--- config.mk ---
export PLATFORM = sky130hd
export DESIGN_NAME = tile_color_classifier_unit
export DESIGN_NICKNAME = d
export VERILOG_FILES = /design/src/hw/rtl/tcc_pkg.sv /design/src/hw/rtl/tcc_cfg_regs.sv /design/src/hw/rtl/tcc_divider.sv /design/src/hw/rtl/tcc_l1_unit.sv /design/src/hw/rtl/tile_color_classifier_unit.sv
export SDC_FILE = /design/constraint.sdc
export NUM_CORES = 1
export LEC_CHECK = 0
export ABC_AREA = 0
export BUFFER_PORTS_ARGS = -buffer_cell sky130_fd_sc_hd__buf_2
export CORE_ASPECT_RATIO = 1.1
export CORE_UTILIZATION = 55
export DETAILED_ROUTE_END_ITERATION = 8
export PLACE_DENSITY_LB_ADDON = 0.25
export SKIP_LAST_GASP = 1
export SLEW_MARGIN = 20
export SYNTH_ARGS = -nofsm -noshare
export SYNTH_HDL_FRONTEND = slang
export SYNTH_HIERARCHICAL = 1
export SYNTH_SLANG_ARGS = --single-unit
--- constraint.sdc ---
create_clock -name clk -period 11.1 [get_ports clk]
set_clock_uncertainty 0.15 [all_clocks]
set_input_delay 1.11 -clock clk [delete_from_list [all_inputs] [get_ports clk]]
set_output_delay 1.11 -clock clk [all_outputs]
set_load 0.1 [all_outputs]
--- src/hw/rtl/tcc_pkg.sv ---
// tcc_pkg: types, register codes and constants of the tile color classifier
// used by every module of the block; depends on nothing

package tcc_pkg;

  localparam int MAX_TILE_PIXELS_DEF = 4096;
  localparam int NUM_REFS_DEF        = 5;

  localparam int PIX_W      = 8;
  localparam int FRAC_W     = 4;
  localparam int AVG_W      = 12;
  localparam int DIST_W     = 14;
  localparam int CODE_W     = 8;
  localparam int DIV_STEPS  = 12;
  localparam int CFG_IDX_W  = 3;
  localparam int CFG_DATA_W = 44;
  localparam int MATCH_W    = 3;
  localparam int THRESH_W   = 36;

  localparam logic [CFG_IDX_W-1:0] REG_REF_END = 3'd5;
  localparam logic [CFG_IDX_W-1:0] REG_DETECT  = 3'd5;
  localparam logic [CFG_IDX_W-1:0] REG_THRESH  = 3'd6;

  localparam logic [THRESH_W-1:0] THRESH_RESET = 36'd41073967920;
  localparam logic [CODE_W-1:0]   FIRST_DARK_CODE = 8'd111;

  localparam logic [1:0] CH_RED   = 2'd0;
  localparam logic [1:0] CH_GREEN = 2'd1;
  localparam logic [1:0] CH_BLUE  = 2'd2;

  typedef struct packed {
    logic [CODE_W-1:0] code;
    logic [AVG_W-1:0]  blue;
    logic [AVG_W-1:0]  green;
    logic [AVG_W-1:0]  red;
  } ref_t;

  typedef struct packed {
    logic [AVG_W-1:0] total;
    logic [AVG_W-1:0] elem;
    logic [AVG_W-1:0] dark;
  } thresh_t;

  typedef struct packed {
    logic [PIX_W-1:0] red;
    logic [PIX_W-1:0] green;
    logic [PIX_W-1:0] blue;
    logic             tile_end;
  } pixel_t;

  typedef struct packed {
    logic [CODE_W-1:0]  tile_byte;
    logic               byte_valid;
    logic [MATCH_W-1:0] match_index;
    logic               is_dark;
    logic               maybe_new_texture;
  } result_t;

  typedef enum logic [1:0] {
    ST_IDLE,
    ST_DIV,
    ST_DIST,
    ST_FINISH
  } state_t;

  typedef struct packed {
    logic busy;
    logic done;
  } div_status_t;

  typedef struct packed {
    logic step;
    logic first_chan;
    logic last_chan;
    logic first_ref;
  } l1_ctrl_t;

endpackage

--- src/hw/rtl/tcc_cfg_regs.sv ---
// tcc_cfg_regs: reference colors, mode bit and thresholds of the classifier
// depends on tcc_pkg

module tcc_cfg_regs import tcc_pkg::*; #(
  parameter int NUM_REFS = NUM_REFS_DEF,
  parameter int RIDX_W   = 3
) (
  input  logic                  clk,
  input  logic                  rst,
  input  logic                  cfg_valid,
  input  logic [CFG_IDX_W-1:0]  cfg_index,
  input  logic [CFG_DATA_W-1:0] cfg_data,
  output ref_t                  refs [NUM_REFS],
  output logic                  detect_enable,
  output thresh_t               thresholds
);

  always_ff @(posedge clk) begin
    if (rst) begin
      for (int i = 0; i < NUM_REFS; i++) begin
        refs[i] <= '0;
      end
      detect_enable <= 1'b0;
      thresholds    <= THRESH_RESET;
    end else if (cfg_valid) begin
      if (cfg_index < CFG_IDX_W'(NUM_REFS) && cfg_index < REG_REF_END) begin
        refs[cfg_index[RIDX_W-1:0]] <= cfg_data;
      end else if (cfg_index == REG_DETECT) begin
        detect_enable <= cfg_data[0];
      end else if (cfg_index == REG_THRESH) begin
        thresholds <= cfg_data[THRESH_W-1:0];
      end
    end
  end

endmodule

--- src/hw/rtl/tcc_divider.sv ---
// tcc_divider: restoring divider, one quotient bit a cycle, for sum*16/count
// depends on tcc_pkg

module tcc_divider import tcc_pkg::*; #(
  parameter int SUM_W = 20,
  parameter int CNT_W = 13
) (
  input  logic             clk,
  input  logic             rst,
  input  logic             start,
  input  logic [SUM_W-1:0] sum,
  input  logic [CNT_W-1:0] count,
  output div_status_t      status,
  output logic [AVG_W-1:0] quotient
);

  localparam int REM_W  = CNT_W + 1;
  localparam int STEP_W = $clog2(DIV_STEPS + 1);

  logic [REM_W-1:0]  rem;
  logic [AVG_W-1:0]  q;
  logic [STEP_W-1:0] steps;
  logic              busy;
  logic              done;
  logic [REM_W-1:0]  trial;
  logic              ge;

  assign trial = {rem[REM_W-2:0], q[AVG_W-1]};
  assign ge    = trial >= {1'b0, count};

  always_ff @(posedge clk) begin
    if (rst) begin
      busy  <= 1'b0;
      done  <= 1'b0;
      steps <= '0;
    end else begin
      done <= 1'b0;
      if (start && !busy) begin
        busy  <= 1'b1;
        steps <= STEP_W'(DIV_STEPS);
      end else if (busy) begin
        steps <= steps - 1'b1;
        if (steps == STEP_W'(1)) begin
          busy <= 1'b0;
          done <= 1'b1;
        end
      end
    end
  end

  always_ff @(posedge clk) begin
    if (start && !busy) begin
      rem <= REM_W'(sum >> PIX_W);
      q   <= {sum[PIX_W-1:0], {FRAC_W{1'b0}}};
    end else if (busy) begin
      rem <= ge ? trial - {1'b0, count} : trial;
      q   <= {q[AVG_W-2:0], ge};
    end
  end

  assign status.busy = busy;
  assign status.done = done;
  assign quotient    = q;

endmodule

--- src/hw/rtl/tcc_l1_unit.sv ---
// tcc_l1_unit: shared abs-difference accumulator and nearest reference tracking
// depends on tcc_pkg

module tcc_l1_unit import tcc_pkg::*; #(
  parameter int RIDX_W = 3
) (
  input  logic              clk,
  input  l1_ctrl_t          ctrl,
  input  logic [RIDX_W-1:0] ref_idx,
  input  logic [AVG_W-1:0]  ref_chan,
  input  logic [CODE_W-1:0] ref_code,
  input  logic [AVG_W-1:0]  avg,
  input  logic [AVG_W-1:0]  elem,
  output logic [DIST_W-1:0] best_d,
  output logic [RIDX_W-1:0] best_i,
  output logic [CODE_W-1:0] best_code,
  output logic              best_over
);

  logic [DIST_W-1:0] acc;
  logic              over;
  logic [AVG_W-1:0]  diff;
  logic [DIST_W-1:0] acc_sum;
  logic              over_now;

  assign diff     = (ref_chan > avg) ? ref_chan - avg : avg - ref_chan;
  assign acc_sum  = (ctrl.first_chan ? '0 : acc) + DIST_W'(diff);
  assign over_now = (!ctrl.first_chan && over) || (diff > elem);

  always_ff @(posedge clk) begin
    if (ctrl.step) begin
      acc  <= acc_sum;
      over <= over_now;
      if (ctrl.last_chan && (ctrl.first_ref || acc_sum < best_d)) begin
        best_d    <= acc_sum;
        best_i    <= ref_idx;
        best_code <= ref_code;
        best_over <= over_now;
      end
    end
  end

endmodule

--- src/hw/rtl/tile_color_classifier_unit.sv ---
// tile_color_classifier_unit: top level, pixel summing and tile-end sequencer
// depends on tcc_pkg, tcc_cfg_regs, tcc_divider, tcc_l1_unit

// Pixels of a tile stream in at one per cycle and are summed per channel;
// pixels beyond MAX_TILE_PIXELS in a tile are dropped. The pixel marked
// tile_end starts the classification, during which pixel_stall is high: the
// three channel averages go one after another through a shared 12-step
// restoring divider, then one shared abs-difference unit walks the
// references, one channel per cycle, and a final step loads the result
// register; dark tiles skip the reference walk. A result that is held by
// result_stall keeps the block in that final step. The configuration port
// is always ready; write it only while the block is idle.

module tile_color_classifier_unit import tcc_pkg::*; #(
  parameter int MAX_TILE_PIXELS = MAX_TILE_PIXELS_DEF,
  parameter int NUM_REFS        = NUM_REFS_DEF
) (
  input  logic                  clk,
  input  logic                  rst,
  input  logic                  pixel_valid,
  output logic                  pixel_stall,
  input  pixel_t                pixel,
  output logic                  result_valid,
  input  logic                  result_stall,
  output result_t               result,
  input  logic                  cfg_valid,
  output logic                  cfg_ready,
  input  logic [CFG_IDX_W-1:0]  cfg_index,
  input  logic [CFG_DATA_W-1:0] cfg_data
);

  localparam int CNT_W  = $clog2(MAX_TILE_PIXELS + 1);
  localparam int SUM_W  = PIX_W + $clog2(MAX_TILE_PIXELS);
  localparam int RIDX_W = (NUM_REFS > 1) ? $clog2(NUM_REFS) : 1;

  state_t            state;
  state_t            state_next;
  logic [SUM_W-1:0]  sum_red;
  logic [SUM_W-1:0]  sum_green;
  logic [SUM_W-1:0]  sum_blue;
  logic [CNT_W-1:0]  pixel_count;
  logic [1:0]        chan;
  logic [RIDX_W-1:0] ref_idx;
  logic [AVG_W-1:0]  avg [3];
  logic              dark_any;
  logic              first_dark_pending;
  result_t           result_next;

  ref_t              refs [NUM_REFS];
  logic              detect_enable;
  thresh_t           thresholds;

  logic              pixel_take;
  logic              div_start;
  logic [SUM_W-1:0]  div_sum;
  div_status_t       div_st;
  logic [AVG_W-1:0]  quotient;
  logic              bright_now;
  l1_ctrl_t          l1_ctrl;
  ref_t              cur_ref;
  logic [AVG_W-1:0]  ref_chan;
  logic [DIST_W-1:0] best_d;
  logic [RIDX_W-1:0] best_i;
  logic [CODE_W-1:0] best_code;
  logic              best_over;
  logic              finish_go;
  logic              is_dark;

  assign cfg_ready = 1'b1;

  tcc_cfg_regs #(
    .NUM_REFS (NUM_REFS),
    .RIDX_W   (RIDX_W)
  ) u_cfg (
    .clk           (clk),
    .rst           (rst),
    .cfg_valid     (cfg_valid),
    .cfg_index     (cfg_index),
    .cfg_data      (cfg_data),
    .refs          (refs),
    .detect_enable (detect_enable),
    .thresholds    (thresholds)
  );

  tcc_divider #(
    .SUM_W (SUM_W),
    .CNT_W (CNT_W)
  ) u_div (
    .clk      (clk),
    .rst      (rst),
    .start    (div_start),
    .sum      (div_sum),
    .count    (pixel_count),
    .status   (div_st),
    .quotient (quotient)
  );

  tcc_l1_unit #(
    .RIDX_W (RIDX_W)
  ) u_l1 (
    .clk       (clk),
    .ctrl      (l1_ctrl),
    .ref_idx   (ref_idx),
    .ref_chan  (ref_chan),
    .ref_code  (cur_ref.code),
    .avg       (avg[chan]),
    .elem      (thresholds.elem),
    .best_d    (best_d),
    .best_i    (best_i),
    .best_code (best_code),
    .best_over (best_over)
  );

  assign cur_ref = refs[ref_idx];

  always_comb begin
    case (chan)
      CH_RED:   ref_chan = cur_ref.red;
      CH_GREEN: ref_chan = cur_ref.green;
      default:  ref_chan = cur_ref.blue;
    endcase
    case (chan)
      CH_RED:   div_sum = sum_red;
      CH_GREEN: div_sum = sum_green;
      default:  div_sum = sum_blue;
    endcase
  end

  assign bright_now = dark_any || (quotient > thresholds.dark);
  assign is_dark    = !dark_any;

  always_comb begin
    state_next         = state;
    pixel_stall        = (state != ST_IDLE);
    pixel_take         = pixel_valid && (state == ST_IDLE);
    div_start          = (state == ST_DIV) && !div_st.busy && !div_st.done;
    l1_ctrl.step       = (state == ST_DIST);
    l1_ctrl.first_chan = (chan == CH_RED);
    l1_ctrl.last_chan  = (chan == CH_BLUE);
    l1_ctrl.first_ref  = (ref_idx == '0);
    finish_go          = (state == ST_FINISH) && (!result_valid || !result_stall);
    case (state)
      ST_IDLE: begin
        if (pixel_take && pixel.tile_end) begin
          state_next = ST_DIV;
        end
      end
      ST_DIV: begin
        if (div_st.done && chan == CH_BLUE) begin
          state_next = bright_now ? ST_DIST : ST_FINISH;
        end
      end
      ST_DIST: begin
        if (chan == CH_BLUE && ref_idx == RIDX_W'(NUM_REFS - 1)) begin
          state_next = ST_FINISH;
        end
      end
      ST_FINISH: begin
        if (finish_go) begin
          state_next = ST_IDLE;
        end
      end
      default: state_next = ST_IDLE;
    endcase
  end

  always_comb begin
    result_next.byte_valid        = !detect_enable;
    result_next.is_dark           = is_dark;
    result_next.match_index       = is_dark ? '0 : MATCH_W'(best_i);
    result_next.maybe_new_texture = !is_dark && detect_enable &&
                                    (best_over || best_d > DIST_W'(thresholds.total));
    if (detect_enable) begin
      result_next.tile_byte = '0;
    end else if (is_dark) begin
      result_next.tile_byte = first_dark_pending ? FIRST_DARK_CODE : '0;
    end else begin
      result_next.tile_byte = best_code;
    end
  end

  always_ff @(posedge clk) begin
    if (rst) begin
      state <= ST_IDLE;
    end else begin
      state <= state_next;
    end
  end

  always_ff @(posedge clk) begin
    if (rst) begin
      sum_red            <= '0;
      sum_green          <= '0;
      sum_blue           <= '0;
      pixel_count        <= '0;
      chan               <= CH_RED;
      ref_idx            <= '0;
      dark_any           <= 1'b0;
      first_dark_pending <= 1'b1;
      result_valid       <= 1'b0;
    end else begin
      if (finish_go) begin
        result_valid <= 1'b1;
      end else if (result_valid && !result_stall) begin
        result_valid <= 1'b0;
      end
      case (state)
        ST_IDLE: begin
          if (pixel_take) begin
            if (pixel_count < CNT_W'(MAX_TILE_PIXELS)) begin
              sum_red     <= sum_red + SUM_W'(pixel.red);
              sum_green   <= sum_green + SUM_W'(pixel.green);
              sum_blue    <= sum_blue + SUM_W'(pixel.blue);
              pixel_count <= pixel_count + 1'b1;
            end
            if (pixel.tile_end) begin
              chan     <= CH_RED;
              dark_any <= 1'b0;
            end
          end
        end
        ST_DIV: begin
          if (div_st.done) begin
            dark_any <= bright_now;
            if (chan == CH_BLUE) begin
              chan    <= CH_RED;
              ref_idx <= '0;
            end else begin
              chan <= chan + 1'b1;
            end
          end
        end
        ST_DIST: begin
          if (chan == CH_BLUE) begin
            chan    <= CH_RED;
            ref_idx <= ref_idx + 1'b1;
          end else begin
            chan <= chan + 1'b1;
          end
        end
        ST_FINISH: begin
          if (finish_go) begin
            sum_red      <= '0;
            sum_green    <= '0;
            sum_blue     <= '0;
            pixel_count  <= '0;
            if (is_dark && !detect_enable) begin
              first_dark_pending <= 1'b0;
            end
          end
        end
        default: ;
      endcase
    end
  end

  always_ff @(posedge clk) begin
    if (state == ST_DIV && div_st.done) begin
      avg[chan] <= quotient;
    end
    if (finish_go) begin
      result <= result_next;
    end
  end

endmodule

==> flow_summary.toml, run 1 <==
[final_layout]
fin_nets = 2804
utilization_pct = 61.2
design_area_mm2 = 0.0279
area_growth_pct = 9.29
drive_gt1_share_pct = 11.1
fillers = 3754
num_antenna_cells = 0

[detailed_routing]
via_per_inst = 5.92
wire_per_inst_um = 20.2
drc = 0
drt_iter0_drc = 1402
first_pass_iters = 7
drtAntennaViolNets = 0
wl_um = 65100
dr_total_vias = 19062

[hold_path]
hold_start = "first_dark_pending$_SDFFE_PP1P_"
hold_path_class = "reg -> reg"
hold_end = "first_dark_pending$_SDFFE_PP1P_"
hold_path_depth = 2

[sta]
fin_crit_ns = 8.50
finalMaxSlewViolations = 0
relSlewSlack_pct = 23.5
setup_violations = 0
rsz0062_at_grt = "no"
max_freq_mhz = 118
finalSetupTns_ns = 0
tightest_slew_ns = 1.14
hold_viol_final = 0
finalCritPeriodShare_pct = 76.5
fin_ws_ns = 2.60

[synthesis]
syn_area_mm2 = 0.0256
avgSynthCellArea_um2 = 9.94
synth-async-reset-ratio_pct = 0
synth_fp_nets = 2783
yosysTopAreaCell = "dfxtp_1"
yosys_warnings = 6
synth_area_leaders = "dfxtp_1, edfxtp_1, mux2i_1, nand2b_1, ha_1"
ys_ff_latch = 464
synth_cells = 2572
synth_edf_count = 111
ys.flop_type = "dfxtp_1"
synth_seq_area_share_pct = 40.7
synth.distinct_cells = 105
synth_top_area_share_pct = 27.6

[clock_tree]
cts_num_sinks = 464
cts_tree = "done"
insertion_delay_ns = 0.60
clkTransAtPathRegs_ns = 0.06
h-tree-depth = 2
cts_hold_buf = 0
cts_resized = 0
cts-root-buf = "clkbuf_16"
clk_path_buf_depth = 3
post_cts_buffers = 0
cts_buffers = 49

[placement]
gp_congestion = 0.891
place_worst_setup_slack_ns = 2.63
dp_hpwl_um = 45500
placed_cell_area_mm2 = 0.0263
io_buffers = 92

[power_and_ir_drop]
ir_drop_v = 0.000176
totalPowerFinal_mw = 5.43
powerDensity_mw_per_mm2 = 194
leakage_nw = 11.5

[die]
dieArea_mm2 = 0.0473
io_pins = 94
die_h_um = 228
fp.coreArea_mm2 = 0.0457
rows = 82
start_util_pct = 56.0
die_w_um = 208

[setup_path]
crit_path_end_kind = "flop"
slowest_stage = "dfxtp_4"
r2r_cells = 30
worstPathRequired_ns = 11.19
r2r-end = "u_l1/best_code[6]$_DFFE_PP_"
regToRegSetupSlack_ns = 2.60
r2r_start = "ref_idx[0]$_SDFFE_PP0P_"
path_class = "reg -> reg"
worst_ep_arrival_time_ns = 8.59
startpoint_type = "flop"
timing.critical_path.fanout_max = 31
critPathMaxStageDelay_ns = 0.63

[global_route]
grt_pass1_wl_um = 104000
grt_pass1_vias = 19313
grt_max_degree = 127
grt_usage_pct = 27.5
antenna_found_initial = 0
grt.overflow.total = 0

[status]
status = "finished, final reports clean"

[job]
maxCapViolations = 0
-- synthesized netlist by cell type, drive strengths merged, types with 39 or more instances --
cell type  instances
nand2            131
nand2b           305
ha               128
o21ai             95
nor2             144
a21oi            133
buf               62
dfxtp            353
mux2i            333
inv              137
clkbuf            89
nand3             46
xnor2             39
edfxtp           111
-- stage by stage --
stage | std cells | hold WS [ns]
final | 3220 | 0.308
after global placement | 3130 | 0.300
after CTS | 3220 | 0.310
after global routing | 3220 | 0.338
after detailed placement | 3130 | 0.298
after floorplan | 2572 | 0.256
-- report_power, final --
| group | switching, mW | total (mW) | internal [mW] | leakage [nW] |
|---|---|---|---|---|
| combinational | 1.00 | 1.67 | 0.666 | 6.88 |
| sequential | 0.144 | 2.08 | 1.94 | 3.87 |
| clock | 0.698 | 1.68 | 0.982 | 0.796 |
| total | 1.84 | 5.43 | 3.59 | 11.5 |
-- metal layers --
metal	vias up	global-route usage, %	wire [um]
li1	9142	-	-
met1	9292	34.8	28200
met2	502	46.5	31000
met3	126	4.20	3410
met4	0	11.9	2550
met5	-	0	0
-- cell families after synthesis --
| logic type | share of synthesized area (%) |
|---|---|
| AOI/OAI and AO/OA | 10.9 |
| xor gates and xnor gates | 2.55 |
| adders and majority gates | 6.81 |
| buffers and inverters | 5.00 |
| DFF | 40.7 |
| muxes | 16.4 |
| other | 0.0147 |
| and+or+nand+nor | 17.6 |
-- sequential cells by signal, summed over array words and instances (netlist names), 12 cells and up, named ones only --
name	flops
pixel_count	13
u_l1/best_d	14
u_l1/acc	14
avg	36
u_div/rem	13
sum_blue	20
sum_red	20
u_div/quotient	12
result	14
sum_green	20
u_cfg/refs	220
u_cfg/thresholds	36
-- cell usage in the layout, fill, tap and decap left out, types with 31 or more instances in the layout --
cell	instances
a21oi_1	128
xor2_1	31
o21ai_0	88
dfxtp_1	349
nand3_1	46
ha_1	128
buf_2	91
edfxtp_1	111
clkbuf_16	51
xnor2_1	39
nand2b_1	305
mux4_2	36
nor2_1	142
nand2_1	130
inv_1	137
mux2i_1	332
-- critical path, delay by kind of cell (launching register included) --
| family | cells | cell delay, ns |
|---|---|---|
| AO/OA/AOI/OAI | 14 | 3.00 |
| AND/OR/NAND/NOR | 6 | 1.50 |
| buffers and inverters | 5 | 1.34 |
| adder cells (fa/ha/maj) | 3 | 1.05 |
| flip-flops | 1 | 0.63 |
| multiplexers | 1 | 0.24 |
| XOR/XNOR | 1 | 0.23 |
-- worst max path at each step --
stage / cells past startpoint / from / end / slack, ns
finish: 30 / ref_idx[0]$_SDFFE_PP0P_ / u_l1/best_code[6]$_DFFE_PP_ / 2.60
global route: 30 / ref_idx[0]$_SDFFE_PP0P_ / u_l1/best_i[1]$_DFFE_PP_ / 1.87
CTS: 30 / ref_idx[0]$_SDFFE_PP0P_ / u_l1/best_i[0]$_DFFE_PP_ / 2.61
detailed placement: 30 / ref_idx[0]$_SDFFE_PP0P_ / u_l1/best_code[4]$_DFFE_PP_ / 2.63
global placement: 30 / ref_idx[0]$_SDFFE_PP0P_ / u_l1/best_i[0]$_DFFE_PP_ / 2.83
floorplan: 33 / ref_idx[0]$_SDFFE_PP0P_ / u_l1/best_code[0]$_DFFE_PP_ / 2.64
-- final cells by class --
class	count	area, um^2	share of cell area, %
Multi-Input combinational cell	1820	14000	49.9
Sequential cell	464	10400	37.3
Clock buffer	59	1310	4.68
Tap cell	588	736	2.63
Timing Repair Buffer	121	687	2.46
Inverter	137	514	1.84
Clock inverter	31	328	1.17
Note: power is estimated with default switching activity, not from simulation.
==> inputs of run 2 (changes only) <==
- ABC_AREA: 0 -> 1
- clock period: 11.1 -> 8 ns (I/O delays scaled with it)
==> run 2 against run 1 <==
Effect of this change: global-route usage grew 3.8 points; sequential power is 45% higher; hold slack worse by 0.0052 ns; critical path depth increased by 3; sequential share of layout area down 0.56 points; via count increased by 26%; cell area increased by 1.5%; largest power group is now combinational cells; fmax is 16% higher.
==> flow_summary.toml, run 2 <==
[synthesis]
synth.most_common_cell = "nand2_1"
synthTopCellsByCount = "nand2_1, nor2_1, nand3_1, inv_1, dfxtp_1"
yosysTopAreaCell = "dfxtp_1"
synthAdderAreaFrac_pct = 6.63
synth.distinct_cells = 61
synth_top_area_share_pct = 27.2
ys.flop_type = "dfxtp_1"
synth_cells = 3686
synth_fp_nets = 3897
synth_xor_area_share_pct = 0.978
synth_edf_count = 111
avgSynthCellArea_um2 = 7.05
syn_area_mm2 = 0.0260
synthMuxAreaShare_pct = 0.0819
ys_ff_latch = 464
synth_area_leaders = "dfxtp_1, edfxtp_1, nand2_1, nor2_1, nand3_1"
synth_top_family_by_area = "simple AND/OR/NAND/NOR gates"
synth_compound_area_share_pct = 11.4
yosys_warnings = 6
yosys.area_share.simple_pct = 32.1
synth_seq_area_share_pct = 40.0
synth-async-reset-ratio_pct = 0

[final_layout]
largest_register_ffs = 220
drive_gt1_share_pct = 8.11
reg_top3 = "u_cfg/refs (220), avg (36), u_cfg/thresholds (36)"
utilization_pct = 60.8
final_common_cell = "nand2_1"
num_antenna_cells = 0
fin_cells = 4318
regArea_mm2 = 0.0104
final_cell_mix = "nand2_1, nor2_1, nand3_1"
design_area_mm2 = 0.0283
fin_nets = 3896
regMostFlops = "u_cfg/refs"
multi_input_area_mm2 = 0.0133
fillers = 4468
area_growth_pct = 9.09

[clock_tree]
cts_resized = 0
insertion_delay_ns = 0.61
cts_tree = "done"
h-tree-depth = 2
clkTransAtPathRegs_ns = 0.06
post_cts_buffers = 0
cts_num_sinks = 464
cts_hold_buf = 0
clk_path_buf_depth = 3
cts-root-buf = "clkbuf_16"
cts_buffers = 49

[sta]
tightest_slew_ns = 1.14
finalCritPeriodShare_pct = 91.5
rsz0062_at_grt = "no"
setup_violations = 0
relSlewSlack_pct = 23.7
fin_crit_ns = 7.32
finalSetupTns_ns = 0
hold_viol_final = 0
finalMaxSlewViolations = 0
max_freq_mhz = 137

[hold_path]
hold_start = "first_dark_pending$_SDFFE_PP1P_"
hold_path_class = "reg -> reg"

[power_and_ir_drop]
powerDensity_mw_per_mm2 = 332
totalPowerFinal_mw = 9.40
ir_drop_v = 0.000222
leakage_nw = 12.5

[placement]
placed_cell_area_mm2 = 0.0267
placedCellCount = 4229
gp_congestion = 0.964
io_buffers = 92
dp_hpwl_um = 52200

[setup_path]
path_class = "reg -> reg"
worstPathRequired_ns = 8.11
startpoint_type = "flop"
crit_start = "ref_idx[0]$_SDFFE_PP0P_"
worst_ep_arrival_time_ns = 7.43
r2r_start = "ref_idx[0]$_SDFFE_PP0P_"
critPathMaxStageDelay_ns = 0.53
crit_path_end_kind = "flop"
slowest_stage = "a2111oi_0"
path_common_cell = "nand2_1"
timing.critical_path.fanout_max = 32

[global_route]
grt_usage_pct = 31.3
grt_max_degree = 98
grt.overflow.total = 0
grt_pass1_wl_um = 120000
antenna_found_initial = 0
grt_pass1_vias = 22289

[detailed_routing]
dr_total_vias = 24070
wire_per_inst_um = 17.6
via_per_inst = 5.57
drc = 0
drtAntennaViolNets = 0
drt_iter0_drc = 2095
first_pass_iters = 6
wl_um = 76000

[die]
fp.coreArea_mm2 = 0.0466
io_pins = 94
die_h_um = 230
die_w_um = 209
rows = 83
dieArea_mm2 = 0.0481
start_util_pct = 55.7

[status]
status = "finished, final reports clean"

[job]
maxCapViolations = 0
==> run 2: per-layer routing <==
layer | vias to the layer above | GRT usage, % | part of all wire, %
met2 | 889 | 54.5 | 48
met1 | 10995 | 38.7 | 41
li1 | 12000 | - | -
met4 | 0 | 14.8 | 4.7
met5 | - | 0 | 0
met3 | 186 | 3.36 | 6.6
==> run 2: through the flow <==
step                setup slack [ns]  hold WS [ns]
floorplan                       1.32         0.253
global placement               0.873         0.280
detailed placement             0.864         0.285
CTS                            0.814         0.296
global route                   0.140         0.318
finish                         0.683         0.303
==> run 2: kinds of logic after synthesis <==
logic type               Yosys count
flip-flops                       464
adder cells (fa/ha/maj)          134
other                              1
buffers and inverters            562
XOR/XNOR                          29
AND/OR/NAND/NOR                 1981
AO/OA/AOI/OAI                    513
multiplexers                       2
==> run 2: path summary, 6_finish.rpt <==
path	to	slack, ns	cells past startpoint
setup / recovery	u_l1/best_i[2]$_DFFE_PP_	0.68	33
hold / removal	first_dark_pending$_SDFFE_PP1P_	0.30	2
setup reg to reg	u_l1/best_i[2]$_DFFE_PP_	0.68	33
hold reg to reg	first_dark_pending$_SDFFE_PP1P_	0.30	2
==> run 2: cell type report <==
class / count / area share [%]
multi-input combinational: 2660 / 47.1
sequential: 464 / 36.7
inverter: 381 / 5.06
clock buffer: 66 / 4.81
timing repair buffer: 129 / 2.69
tap: 595 / 2.63
clock inverter: 23 / 1.01
==> run 2: power breakdown <==
group | switching, mW | internal (mW) | total, mW
combinational | 2.72 | 1.32 | 4.03
clock | 0.979 | 1.37 | 2.35
sequential | 0.229 | 2.79 | 3.02
total | 3.92 | 5.48 | 9.40
==> run 2: worst max-delay path, delay by kind of cell, from the launching register on <==
family	cells	cell delay, ns
buffers and inverters	6	1.39
adders and majority gates	3	1.08
DFF	1	0.36
and+or+nand+nor	11	1.41
xor gates and xnor gates	1	0.13
AOI/OAI and AO/OA	11	2.01
muxes	1	0.39
